$ cat src/rtl/led_panel_bitplane_generator_assert.svh
// ----------------------------------------------------------------------------
// led_panel_bitplane_generator_assert.svh
// Assertion macros for the bit-plane generator, clocked on clk, reset rst_n
// ----------------------------------------------------------------------------
`ifndef LED_PANEL_BITPLANE_GENERATOR_ASSERT_SVH
`define LED_PANEL_BITPLANE_GENERATOR_ASSERT_SVH

// same-cycle implication
`define LPBG_ASSERT_IMPL(label, cond, prop, msg) \
    label: assert property (@(posedge clk) disable iff (!rst_n) (cond) |-> (prop)) \
        else $error(msg);

// next-cycle implication
`define LPBG_ASSERT_NEXT(label, cond, prop, msg) \
    label: assert property (@(posedge clk) disable iff (!rst_n) (cond) |=> (prop)) \
        else $error(msg);

`endif

$ cat src/rtl/lpbg_pkg.sv
// ----------------------------------------------------------------------------
// lpbg_pkg
// Types, constants and gamma helpers shared by the bit-plane generator
// ----------------------------------------------------------------------------
package lpbg_pkg;

    localparam int ADDR_W      = 14;
    localparam int PLANE_W     = 3;
    localparam int BITS_W      = 6;
    localparam int QUEUE_DEPTH = 2;

    localparam logic [PLANE_W-1:0] PLANE_LAST = 3'd7;

    // rgb565 field masks
    localparam logic [15:0] RED_MASK   = 16'hf800;
    localparam logic [15:0] GREEN_MASK = 16'h07e0;
    localparam logic [15:0] BLUE_MASK  = 16'h001f;

    // position of each channel within a 3-bit triplet
    localparam logic [2:0] TRIPLET_R = 3'b001;
    localparam logic [2:0] TRIPLET_G = 3'b010;
    localparam logic [2:0] TRIPLET_B = 3'b100;

    typedef struct packed {
        logic [15:0] top_pixel;
        logic [15:0] bottom_pixel;
        logic [4:0]  row_select;
        logic [5:0]  column;
    } pixel_pair_t;

    typedef struct packed {
        logic [PLANE_W-1:0] plane_index;
        logic [ADDR_W-1:0]  plane_address;
        logic [BITS_W-1:0]  plane_bits;
        logic               last_plane;
    } plane_beat_t;

    typedef struct packed {
        logic [7:0] r;
        logic [7:0] g;
        logic [7:0] b;
    } rgb8_t;

    // one queue entry: corrected pixels and plane-0 address
    typedef struct packed {
        rgb8_t             top;
        rgb8_t             bottom;
        logic [ADDR_W-1:0] base_addr;
    } work_t;

    typedef struct packed {
        logic               busy;
        logic [PLANE_W-1:0] plane;
    } back_status_t;

    // square each channel into 8 bits
    function automatic rgb8_t gamma_expand(logic [15:0] pix);
        logic [4:0]  r5;
        logic [5:0]  g6;
        logic [4:0]  b5;
        logic [9:0]  r_sq;
        logic [11:0] g_sq;
        logic [9:0]  b_sq;
        rgb8_t       c;
        r5   = 5'((pix & RED_MASK) >> 11);
        g6   = 6'((pix & GREEN_MASK) >> 5);
        b5   = 5'(pix & BLUE_MASK);
        r_sq = 10'(r5) * 10'(r5);
        g_sq = 12'(g6) * 12'(g6);
        b_sq = 10'(b5) * 10'(b5);
        c.r  = r_sq[9:2];
        c.g  = g_sq[11:4];
        c.b  = b_sq[9:2];
        return c;
    endfunction

    // bit p of each channel packed as r, g, b from bit 0
    function automatic logic [2:0] plane_triplet(rgb8_t c, logic [PLANE_W-1:0] p);
        logic [2:0] t;
        t = 3'b000;
        if (c.r[p])
        begin
            t = t | TRIPLET_R;
        end
        if (c.g[p])
        begin
            t = t | TRIPLET_G;
        end
        if (c.b[p])
        begin
            t = t | TRIPLET_B;
        end
        return t;
    endfunction

endpackage

$ cat src/rtl/lpbg_front.sv
// ----------------------------------------------------------------------------
// lpbg_front
// Input stage: takes a pixel pair, gamma corrects it and forms the base address
// ----------------------------------------------------------------------------
module lpbg_front import lpbg_pkg::*; #(
    parameter int PANEL_WIDTH = 64
) (
    input  logic        clk,
    input  logic        rst_n,
    input  logic        push,
    output logic        full,
    input  pixel_pair_t pixel_pair,
    output logic        work_valid,
    input  logic        work_ready,
    output work_t       work
);

    localparam logic [ADDR_W-1:0] ROW_STEP = ADDR_W'(PANEL_WIDTH);

    logic  stage_valid_reg;
    logic  stage_valid_next;
    work_t stage_reg;
    work_t stage_next;
    logic  accept;

    // stage frees up when its entry moves into the queue
    assign full       = stage_valid_reg && !work_ready;
    assign accept     = push && !full;
    assign work_valid = stage_valid_reg;
    assign work       = stage_reg;

    // classify the beat: corrected colors and plane-0 address
    always_comb
    begin
        stage_next.top       = gamma_expand(pixel_pair.top_pixel);
        stage_next.bottom    = gamma_expand(pixel_pair.bottom_pixel);
        stage_next.base_addr = ADDR_W'(pixel_pair.row_select) * ROW_STEP
                             + ADDR_W'(pixel_pair.column);
    end

    always_comb
    begin
        stage_valid_next = stage_valid_reg;
        if (accept)
        begin
            stage_valid_next = 1'b1;
        end
        else if (work_ready)
        begin
            stage_valid_next = 1'b0;
        end
    end

    // stage valid flag
    always_ff @(posedge clk or negedge rst_n)
    begin
        if (!rst_n)
        begin
            stage_valid_reg <= 1'b0;
        end
        else
        begin
            stage_valid_reg <= stage_valid_next;
        end
    end

    // stage payload
    always_ff @(posedge clk)
    begin
        if (accept)
        begin
            stage_reg <= stage_next;
        end
    end

endmodule

$ cat src/rtl/lpbg_queue.sv
// ----------------------------------------------------------------------------
// lpbg_queue
// Short work queue decoupling the front stage from the plane sequencer
// ----------------------------------------------------------------------------
module lpbg_queue import lpbg_pkg::*; (
    input  logic  clk,
    input  logic  rst_n,
    input  logic  wr_valid,
    output logic  wr_ready,
    input  work_t wr_data,
    output logic  rd_valid,
    input  logic  rd_ready,
    output work_t rd_data
);

    localparam int PTR_W   = $clog2(QUEUE_DEPTH);
    localparam int COUNT_W = $clog2(QUEUE_DEPTH + 1);

    work_t              entry_reg [QUEUE_DEPTH];
    logic [PTR_W-1:0]   wr_ptr_reg;
    logic [PTR_W-1:0]   rd_ptr_reg;
    logic [COUNT_W-1:0] count_reg;
    logic [COUNT_W-1:0] count_next;
    logic               do_wr;
    logic               do_rd;

    assign wr_ready = count_reg != COUNT_W'(QUEUE_DEPTH);
    assign rd_valid = count_reg != '0;
    assign rd_data  = entry_reg[rd_ptr_reg];
    assign do_wr    = wr_valid && wr_ready;
    assign do_rd    = rd_valid && rd_ready;

    // occupancy
    always_comb
    begin
        count_next = count_reg;
        if (do_wr && !do_rd)
        begin
            count_next = count_reg + COUNT_W'(1);
        end
        else if (do_rd && !do_wr)
        begin
            count_next = count_reg - COUNT_W'(1);
        end
    end

    // pointers and count
    always_ff @(posedge clk or negedge rst_n)
    begin
        if (!rst_n)
        begin
            wr_ptr_reg <= '0;
            rd_ptr_reg <= '0;
            count_reg  <= '0;
        end
        else
        begin
            if (do_wr)
            begin
                wr_ptr_reg <= wr_ptr_reg + PTR_W'(1);
            end
            if (do_rd)
            begin
                rd_ptr_reg <= rd_ptr_reg + PTR_W'(1);
            end
            count_reg <= count_next;
        end
    end

    // entry storage
    always_ff @(posedge clk)
    begin
        if (do_wr)
        begin
            entry_reg[wr_ptr_reg] <= wr_data;
        end
    end

endmodule

$ cat src/rtl/lpbg_back.sv
// ----------------------------------------------------------------------------
// lpbg_back
// Plane sequencer: walks planes 0 to 7 of one entry into an output register
// ----------------------------------------------------------------------------
module lpbg_back import lpbg_pkg::*; #(
    parameter int PANEL_WIDTH  = 64,
    parameter int PANEL_HEIGHT = 64
) (
    input  logic         clk,
    input  logic         rst_n,
    input  logic         work_valid,
    output logic         work_ready,
    input  work_t        work,
    output logic         empty,
    input  logic         pop,
    output plane_beat_t  plane_beat,
    output back_status_t status
);

    localparam int                PLANE_SIZE = PANEL_WIDTH * PANEL_HEIGHT / 2;
    localparam logic [ADDR_W-1:0] PLANE_STEP = ADDR_W'(PLANE_SIZE);

    logic               busy_reg;
    logic               busy_next;
    logic [PLANE_W-1:0] plane_reg;
    logic [PLANE_W-1:0] plane_next;
    logic               out_valid_reg;
    logic               out_valid_next;
    work_t              cur_reg;
    logic [ADDR_W-1:0]  addr_reg;
    logic [ADDR_W-1:0]  addr_next;
    plane_beat_t        out_reg;
    plane_beat_t        beat;
    logic               advance;
    logic               emit;
    logic               done;
    logic               load;

    // output register takes a new beat when empty or being popped
    assign advance    = !out_valid_reg || pop;
    assign emit       = busy_reg && advance;
    assign done       = emit && (plane_reg == PLANE_LAST);
    assign work_ready = !busy_reg || done;
    assign load       = work_valid && work_ready;

    assign empty       = !out_valid_reg;
    assign plane_beat  = out_reg;
    assign status.busy  = busy_reg;
    assign status.plane = plane_reg;

    // current plane beat
    always_comb
    begin
        beat.plane_index   = plane_reg;
        beat.plane_address = addr_reg;
        beat.plane_bits    = {plane_triplet(cur_reg.bottom, plane_reg),
                              plane_triplet(cur_reg.top, plane_reg)};
        beat.last_plane    = plane_reg == PLANE_LAST;
    end

    // sequencer next state
    always_comb
    begin
        busy_next      = busy_reg;
        plane_next     = plane_reg;
        addr_next      = addr_reg;
        out_valid_next = out_valid_reg;
        if (emit)
        begin
            out_valid_next = 1'b1;
            plane_next     = plane_reg + PLANE_W'(1);
            addr_next      = addr_reg + PLANE_STEP;
        end
        else if (pop)
        begin
            out_valid_next = 1'b0;
        end
        if (load)
        begin
            busy_next  = 1'b1;
            plane_next = '0;
            addr_next  = work.base_addr;
        end
        else if (done)
        begin
            busy_next = 1'b0;
        end
    end

    // control registers
    always_ff @(posedge clk or negedge rst_n)
    begin
        if (!rst_n)
        begin
            busy_reg      <= 1'b0;
            plane_reg     <= '0;
            out_valid_reg <= 1'b0;
        end
        else
        begin
            busy_reg      <= busy_next;
            plane_reg     <= plane_next;
            out_valid_reg <= out_valid_next;
        end
    end

    // payload registers
    always_ff @(posedge clk)
    begin
        addr_reg <= addr_next;
        if (load)
        begin
            cur_reg <= work;
        end
        if (emit)
        begin
            out_reg <= beat;
        end
    end

endmodule

$ cat src/rtl/led_panel_bitplane_generator.sv
// ----------------------------------------------------------------------------
// led_panel_bitplane_generator
// Gamma corrects an rgb565 pixel pair and emits its eight bit-plane beats
// ----------------------------------------------------------------------------
//  channel     | handshake         | payload
//  ------------+-------------------+------------------------------
//  pixel in    | push / full       | pixel_pair (pixel_pair_t)
//  plane out   | pop / empty       | plane_beat (plane_beat_t)
//
//  the back end's 3-bit plane counter sends one plane beat per cycle while
//  pop keeps the output register free, and pairs stream back to back.
//  after the accepting edge, the first beat still passes the queue, the
//  sequencer load and the output register before it shows up.
//  reset clears the valid and busy flags, queue pointers and count, and the
//  plane counter only.
//  a stall on pop holds the output register; the queue and front stage keep
//  taking pixel pairs until both fill, then full rises.
// ----------------------------------------------------------------------------
`include "led_panel_bitplane_generator_assert.svh"

module led_panel_bitplane_generator import lpbg_pkg::*; #(
    parameter int PANEL_WIDTH  = 64,
    parameter int PANEL_HEIGHT = 64
) (
    input  logic        clk,
    input  logic        rst_n,
    input  logic        push,
    output logic        full,
    input  pixel_pair_t pixel_pair,
    output logic        empty,
    input  logic        pop,
    output plane_beat_t plane_beat
);

    logic         front_valid;
    logic         front_ready;
    work_t        front_work;
    logic         queue_valid;
    logic         queue_ready;
    work_t        queue_work;
    back_status_t back_status;

    // gamma and address front end
    lpbg_front #(
        .PANEL_WIDTH (PANEL_WIDTH)
    ) u_front (
        .clk        (clk),
        .rst_n      (rst_n),
        .push       (push),
        .full       (full),
        .pixel_pair (pixel_pair),
        .work_valid (front_valid),
        .work_ready (front_ready),
        .work       (front_work)
    );

    // decoupling queue
    lpbg_queue u_queue (
        .clk      (clk),
        .rst_n    (rst_n),
        .wr_valid (front_valid),
        .wr_ready (front_ready),
        .wr_data  (front_work),
        .rd_valid (queue_valid),
        .rd_ready (queue_ready),
        .rd_data  (queue_work)
    );

    // plane sequencer
    lpbg_back #(
        .PANEL_WIDTH  (PANEL_WIDTH),
        .PANEL_HEIGHT (PANEL_HEIGHT)
    ) u_back (
        .clk        (clk),
        .rst_n      (rst_n),
        .work_valid (queue_valid),
        .work_ready (queue_ready),
        .work       (queue_work),
        .empty      (empty),
        .pop        (pop),
        .plane_beat (plane_beat),
        .status     (back_status)
    );

    // a pending non-last beat means the sequencer still owns that pair
    `LPBG_ASSERT_IMPL(a_busy_mid_pair, (!empty && !plane_beat.last_plane),
        back_status.busy, "plane beat pending with idle sequencer")

    // popping a non-last beat brings the next plane on the following cycle
    `LPBG_ASSERT_NEXT(a_next_plane, (pop && !empty && !plane_beat.last_plane),
        (!empty && (plane_beat.plane_index == $past(plane_beat.plane_index) + PLANE_W'(1))),
        "plane sequence broken after pop")

    // the sequencer counter runs one plane ahead of the beat waiting in the output register
    `LPBG_ASSERT_IMPL(a_plane_track, (!empty && back_status.busy && !plane_beat.last_plane),
        (back_status.plane == plane_beat.plane_index + PLANE_W'(1)),
        "plane counter out of step with output beat")

endmodule

$ cat config.mk
export PLATFORM = sky130hd
export DESIGN_NAME = led_panel_bitplane_generator
export DESIGN_NICKNAME = d
export VERILOG_FILES = /design/src/rtl/lpbg_pkg.sv /design/src/rtl/lpbg_front.sv /design/src/rtl/lpbg_queue.sv /design/src/rtl/lpbg_back.sv /design/src/rtl/led_panel_bitplane_generator.sv
export VERILOG_INCLUDE_DIRS = /design/src /design/src/rtl
export SDC_FILE = /design/constraint.sdc
export NUM_CORES = 1
export LEC_CHECK = 0
export BUFFER_PORTS_ARGS = -buffer_cell sky130_fd_sc_hd__buf_2
export CAP_MARGIN = 15
export CORE_ASPECT_RATIO = 1.4
export CORE_UTILIZATION = 41
export DETAILED_ROUTE_END_ITERATION = 10
export SKIP_CTS_REPAIR_TIMING = 1
export SYNTH_ARGS = -nofsm -noshare
export SYNTH_HDL_FRONTEND = slang
export SYNTH_HIERARCHICAL = 1
export SYNTH_SLANG_ARGS = --single-unit
$ cat constraint.sdc
create_clock -name clk -period 3.9 [get_ports clk]
set_clock_uncertainty 0.15 [all_clocks]
set_input_delay 0.975 -clock clk [delete_from_list [all_inputs] [get_ports clk]]
set_output_delay 0.975 -clock clk [all_outputs]
set_load 0.05 [all_outputs]
# Word level (Yosys, flattened, before mapping)
# Memories as Yosys holds them, arrays and structs flattened.
# Index checks and enable logic that the tools add are counted.
[word_totals] mem_bits_rw=124 register_bits=158 wordCells=96 in_bits=47 n_memories=1 output_inout_bits=26
[op_classes] reduce_logical=22 mul=6 magnitude_cmp=1 n_addsub=7 n_eq_ne=2 n_mux=30
[memory_table] memory="u_queue.entry_reg" depth=2 word_bits=62 read_ports=1 rd_clocked_by_memory_dff=0 wr=1 line_no="lpbg_queue.sv:19" text="work_t entry_reg [QUEUE_DEPTH];"
[ops] op="$mul A5 B5 Y10" n=4
[ops] op="$mux W14" n=2
[ops] op="$mul A6 B6 Y12" n=2
[ops] op="$bmux W1 S3" n=6
[ops] op="$mux W1" n=16
[ops] op="$add A14 B12 Y14 const B" n=1
[ops] op="$add A11 B6 Y12" n=1
[ops] op="$reduce_bool A2 Y1" n=6
[ops] op="$logic_and A1 B1 Y1" n=8
[ops] op="$mux W2" n=4
[ops] op="$logic_not A1 Y1" n=6
[ops] op="$mux W3" n=2
[ops] op="$lt A3 B4 Y1 const B" n=1
[ops] op="$add A3 B1 Y3 const B" n=1
[ops] op="$eq A3 B3 Y1 const B" n=1
[ops] op="$add A1 B1 Y1 const B" n=2
[ops] op="$add A2 B1 Y2 const B" n=1
[ops] op="$logic_or A1 B1 Y1" n=2
[ops] op="$ne A2 B2 Y1 const B" n=1
[ops] op="$sub A2 B1 Y2 const B" n=1

# Longest topological paths before layout
[logic_depth] word_depth=9 ltp_mapped=13

# Cells and area by module
# The synthesis kept the hierarchy.
[by_module_without_submodules] mod="lpbg_front" cells_each=493 n_inst=1 area_each_um2=5175.0
[by_module_without_submodules] mod="lpbg_queue" cells_each=211 n_inst=1 area_each_um2=4968.5
[by_module_without_submodules] mod="lpbg_back" cells_each=167 n_inst=1 area_each_um2=3499.6

# Worst setup path after synthesis
# Ideal clock, no wire load.
[synth_path] path_kind="input to register" start="input pixel_pair[32] in the netlist's numbering" end="register u_front.stage_reg (netlist bit u_front/work[53]), data pin" path_stages=11 path_slack_ns=-0.412 arrival_ns=3.902 setup_ns=0.259 required_ns=3.491 path_cell_list="and2_1 > fa_1 > inv_1 > fa_1 > fa_1 > inv_1 > ha_1 > a21o_1 > a2111oi_4 > a21oi_1 > xnor2_1"
[synth_rtl] element="from (decl)" line_no="led_panel_bitplane_generator.sv:29" text="input pixel_pair_t pixel_pair,"
[synth_rtl] element="to (signal assigned)" line_no="lpbg_front.sv:72" text="stage_reg <= stage_next;"
[synth_rtl] element="to (decl)" line_no="lpbg_front.sv:22" text="work_t stage_reg;"

==> run_summary.xml <==
<?xml version="1.0" encoding="UTF-8"?>
<metrics>
  <group name="critical_path">
    <metric name="timing.critical_path.to_type" unit="">flip-flop</metric>
    <metric name="cp_slowest_cell" unit="">sky130_fd_sc_hd__fa_1</metric>
    <metric name="crit_fanout" unit="">4</metric>
    <metric name="kind_of_start_point_of_the_critical_path" unit="">input pin</metric>
    <metric name="worst_ep_arrival_time" unit="ns">3.90</metric>
    <metric name="critical-path-max-stage-delay" unit="ns">0.56</metric>
    <metric name="critical-path-top-cell-by-count" unit="">sky130_fd_sc_hd__fa_1</metric>
    <metric name="critical_path_required" unit="ns">4.01</metric>
    <metric name="timing.setup.critical_path_class" unit="">input pin to flip-flop</metric>
    <metric name="crit_chain" unit="">buf_2 -&gt; and2_4 -&gt; fa_1 -&gt; inv_2 -&gt; fa_1 -&gt; fa_1 -&gt; inv_1 -&gt; ha_4 -&gt; and3_1 -&gt; a2111oi_4 -&gt; a21oi_1 -&gt; xnor2_1</metric>
  </group>
  <group name="timing">
    <metric name="rsz0062_at_grt" unit="">false</metric>
    <metric name="fin_tns_setup" unit="ns">0</metric>
    <metric name="final.period_utilization" unit="%">97.0</metric>
    <metric name="max_freq" unit="GHz">0.264</metric>
    <metric name="hold_violations" unit="">0</metric>
    <metric name="maxSlewViolCount" unit="">0</metric>
    <metric name="worst_max_slew_pin_slew" unit="ns">0.892</metric>
    <metric name="period_needed" unit="ns">3.78</metric>
    <metric name="hold_slack" unit="ns">0.175</metric>
    <metric name="setup_viol" unit="">0</metric>
    <metric name="relative_slew_slack" unit="%">40.6</metric>
  </group>
  <group name="detailed_routing">
    <metric name="drt_first_pass_iters" unit="">5</metric>
    <metric name="final_antenna_net_count" unit="">0</metric>
    <metric name="route.final.wire_length" unit="um">20500</metric>
    <metric name="drt_iter0_drc" unit="">255</metric>
    <metric name="drc" unit="">0</metric>
    <metric name="wire_per_inst" unit="um">13.7</metric>
    <metric name="via_count" unit="">7080</metric>
    <metric name="viasPerCell" unit="">4.73</metric>
  </group>
  <group name="grt">
    <metric name="gr-usage-met3" unit="%">1.37</metric>
    <metric name="groute.usage.overall" unit="%">12.6</metric>
    <metric name="grt_pass1_vias" unit="">7256</metric>
    <metric name="grt_max_degree" unit="">63</metric>
    <metric name="grt_first_pass_wirelength" unit="um">34600</metric>
    <metric name="grt-ovfl-total" unit="">0</metric>
    <metric name="groute.layer.met1.usage" unit="%">14.6</metric>
    <metric name="grt_most_used_layer" unit="">met2</metric>
    <metric name="number_of_antenna_violations_at_the_first_check_in_global_routing" unit="">0</metric>
    <metric name="use_met2" unit="%">24.2</metric>
  </group>
  <group name="clock_network">
    <metric name="ctsLongestPathBuffers" unit="">3</metric>
    <metric name="clock_pin_slew_on_the_worst_setup_and_hold_paths" unit="ns">0.06</metric>
    <metric name="ctsHtreeMaxLevel" unit="">1</metric>
    <metric name="tritoncts_num_sinks" unit="">279</metric>
    <metric name="cts_made_buffers" unit="">25</metric>
    <metric name="clk_root_buffer_cell" unit="">sky130_fd_sc_hd__clkbuf_16</metric>
    <metric name="tritoncts" unit="">built</metric>
    <metric name="clock_latency" unit="ns">0.51</metric>
  </group>
  <group name="die">
    <metric name="core-area" unit="sq um">32500</metric>
    <metric name="die_width" unit="um">156</metric>
    <metric name="height_of_the_chip" unit="um">218</metric>
    <metric name="floorplan.initialDensity" unit="%">41.9</metric>
    <metric name="floorplan.die_area" unit="sq um">33900</metric>
    <metric name="io_pins" unit="">73</metric>
    <metric name="num_rows" unit="">78</metric>
  </group>
  <group name="min_path">
    <metric name="holdCritPathClass" unit="">input pin to asynchronous set/reset pin</metric>
  </group>
  <group name="synthesis">
    <metric name="mean_post_synth_cell_area" unit="sq um">15.7</metric>
    <metric name="post_synth_inst_count" unit="">867</metric>
    <metric name="syn_area" unit="sq um">13600</metric>
    <metric name="yosys_synthesis_warning_count" unit="">6</metric>
  </group>
  <group name="finish">
    <metric name="finalNetCount" unit="">1184</metric>
    <metric name="area_growth" unit="%">17.1</metric>
    <metric name="n_fill_cell" unit="">2802</metric>
    <metric name="largest_register_ffs" unit="">124</metric>
    <metric name="antenna-diode-count" unit="">0</metric>
    <metric name="drive_above_1_share" unit="%">29.1</metric>
  </group>
  <group name="placement">
    <metric name="port_buffers" unit="">72</metric>
    <metric name="place_hpwl" unit="um">14400</metric>
    <metric name="place_congestion" unit="">0.762</metric>
  </group>
  <group name="flow_run">
    <metric name="drv_cap" unit="">0</metric>
  </group>
  <group name="power_and_ir_drop">
    <metric name="power_density_over_cell_area" unit="nW/um^2">635</metric>
    <metric name="p_leak" unit="nW">6.53</metric>
    <metric name="power.ir.vdd_worst" unit="mV">0.499</metric>
  </group>
  <group name="status">
    <metric name="status" unit="">finished, final reports clean</metric>
  </group>
</metrics>
per-layer routing:
layer | routed length, um | share of wire [%]
met5 | 0 | 0
met4 | 344 | 1.7
met3 | 579 | 2.8
met2 | 11100 | 54
met1 | 8530 | 42
worst paths after layout:
| path | end | depth (start not counted) | from | slack [ns] |
|---|---|---|---|---|
| worst max-delay path | u_front/work[53]$_DFFE_PP_ | 12 | pixel_pair[33] | 0.12 |
| worst min-delay path | u_back/out_valid_reg$_DFFE_PN0P_ | 1 | rst_n | 0.17 |
| worst max register to register | u_back/cur_reg[44]$_DFFE_PP_ | 4 | u_queue/count_reg[0]$_DFFE_PN0P_ | 1.65 |
| worst min register to register | u_back/plane_beat[12]$_DFFE_PP_ | 0 | u_back/addr_reg[5]$_DFFE_PP_ | 0.27 |
| max in group asynchronous | u_queue/rd_ptr_reg$_DFFE_PN0P_ | 1 | rst_n | 3.20 |
| min in group clk | u_back/plane_beat[12]$_DFFE_PP_ | 0 | u_back/addr_reg[5]$_DFFE_PP_ | 0.27 |
placed cells by master, fill, tap and decap left out, drive strengths merged, types with 4 or more instances in the layout:
| cell type | count |
|---|---|
| mux4 | 12 |
| or4 | 4 |
| nand4 | 5 |
| clkbuf | 27 |
| ha | 71 |
| o21ai | 7 |
| mux2 | 70 |
| a31o | 6 |
| a21oi | 22 |
| and2 | 56 |
| and3 | 15 |
| clkinv | 12 |
| nand2 | 39 |
| fa | 26 |
| or2 | 4 |
| buf | 162 |
| a2111oi | 5 |
| o211ai | 4 |
| xor2 | 14 |
| mux2i | 5 |
| nor2 | 25 |
| inv | 70 |
| nor2b | 23 |
| or3 | 4 |
| nand3 | 8 |
| edfxtp | 269 |
| a21o | 8 |
| nor3 | 8 |
| xnor2 | 26 |
| nand2b | 5 |
| dfrtp | 10 |
report_power, final:
part           total (mW)  switching (mW)  leakage [nW]  internal (mW)
Combinational        2.87            1.46          3.48           1.42
Sequential           4.84           0.376          2.65           4.47
Clock                2.41            1.03         0.396           1.38
critical path, delay by kind of cell:
| family | cells | cell delay [ns] |
|---|---|---|
| fa+ha+maj | 4 | 1.74 |
| compound gates | 2 | 0.49 |
| buf+inv | 3 | 0.22 |
| xor+xnor | 1 | 0.13 |
| simple gates | 2 | 0.35 |
per-stage QoR:
stage	power, mW	utilization (%)	std cells	area (sq um)	setup WS (ns)
floorplan	7.18	-	869	13700	-0.259
global placement	7.77	46.5	1453	15100	-0.402
detailed placement	7.86	46.5	1453	15100	-0.472
CTS	10.3	49.0	1497	15900	0.0886
global route	10.7	49.0	1497	15900	0.0165
finish	10.1	49.0	1497	15900	0.115
final cells by class:
class / count / area, sq um / share of cell area (%)
clock buffers: 27 / 633 / 3.97
clock inverters: 17 / 181 / 1.14
inverters: 70 / 263 / 1.65
multi-input cells: 502 / 4920 / 30.8
flip-flops and latches: 279 / 8330 / 52.3
well taps: 440 / 551 / 3.45
repair buffers: 162 / 1060 / 6.66
No activity file was read; power rests on OpenSTA's default activity.
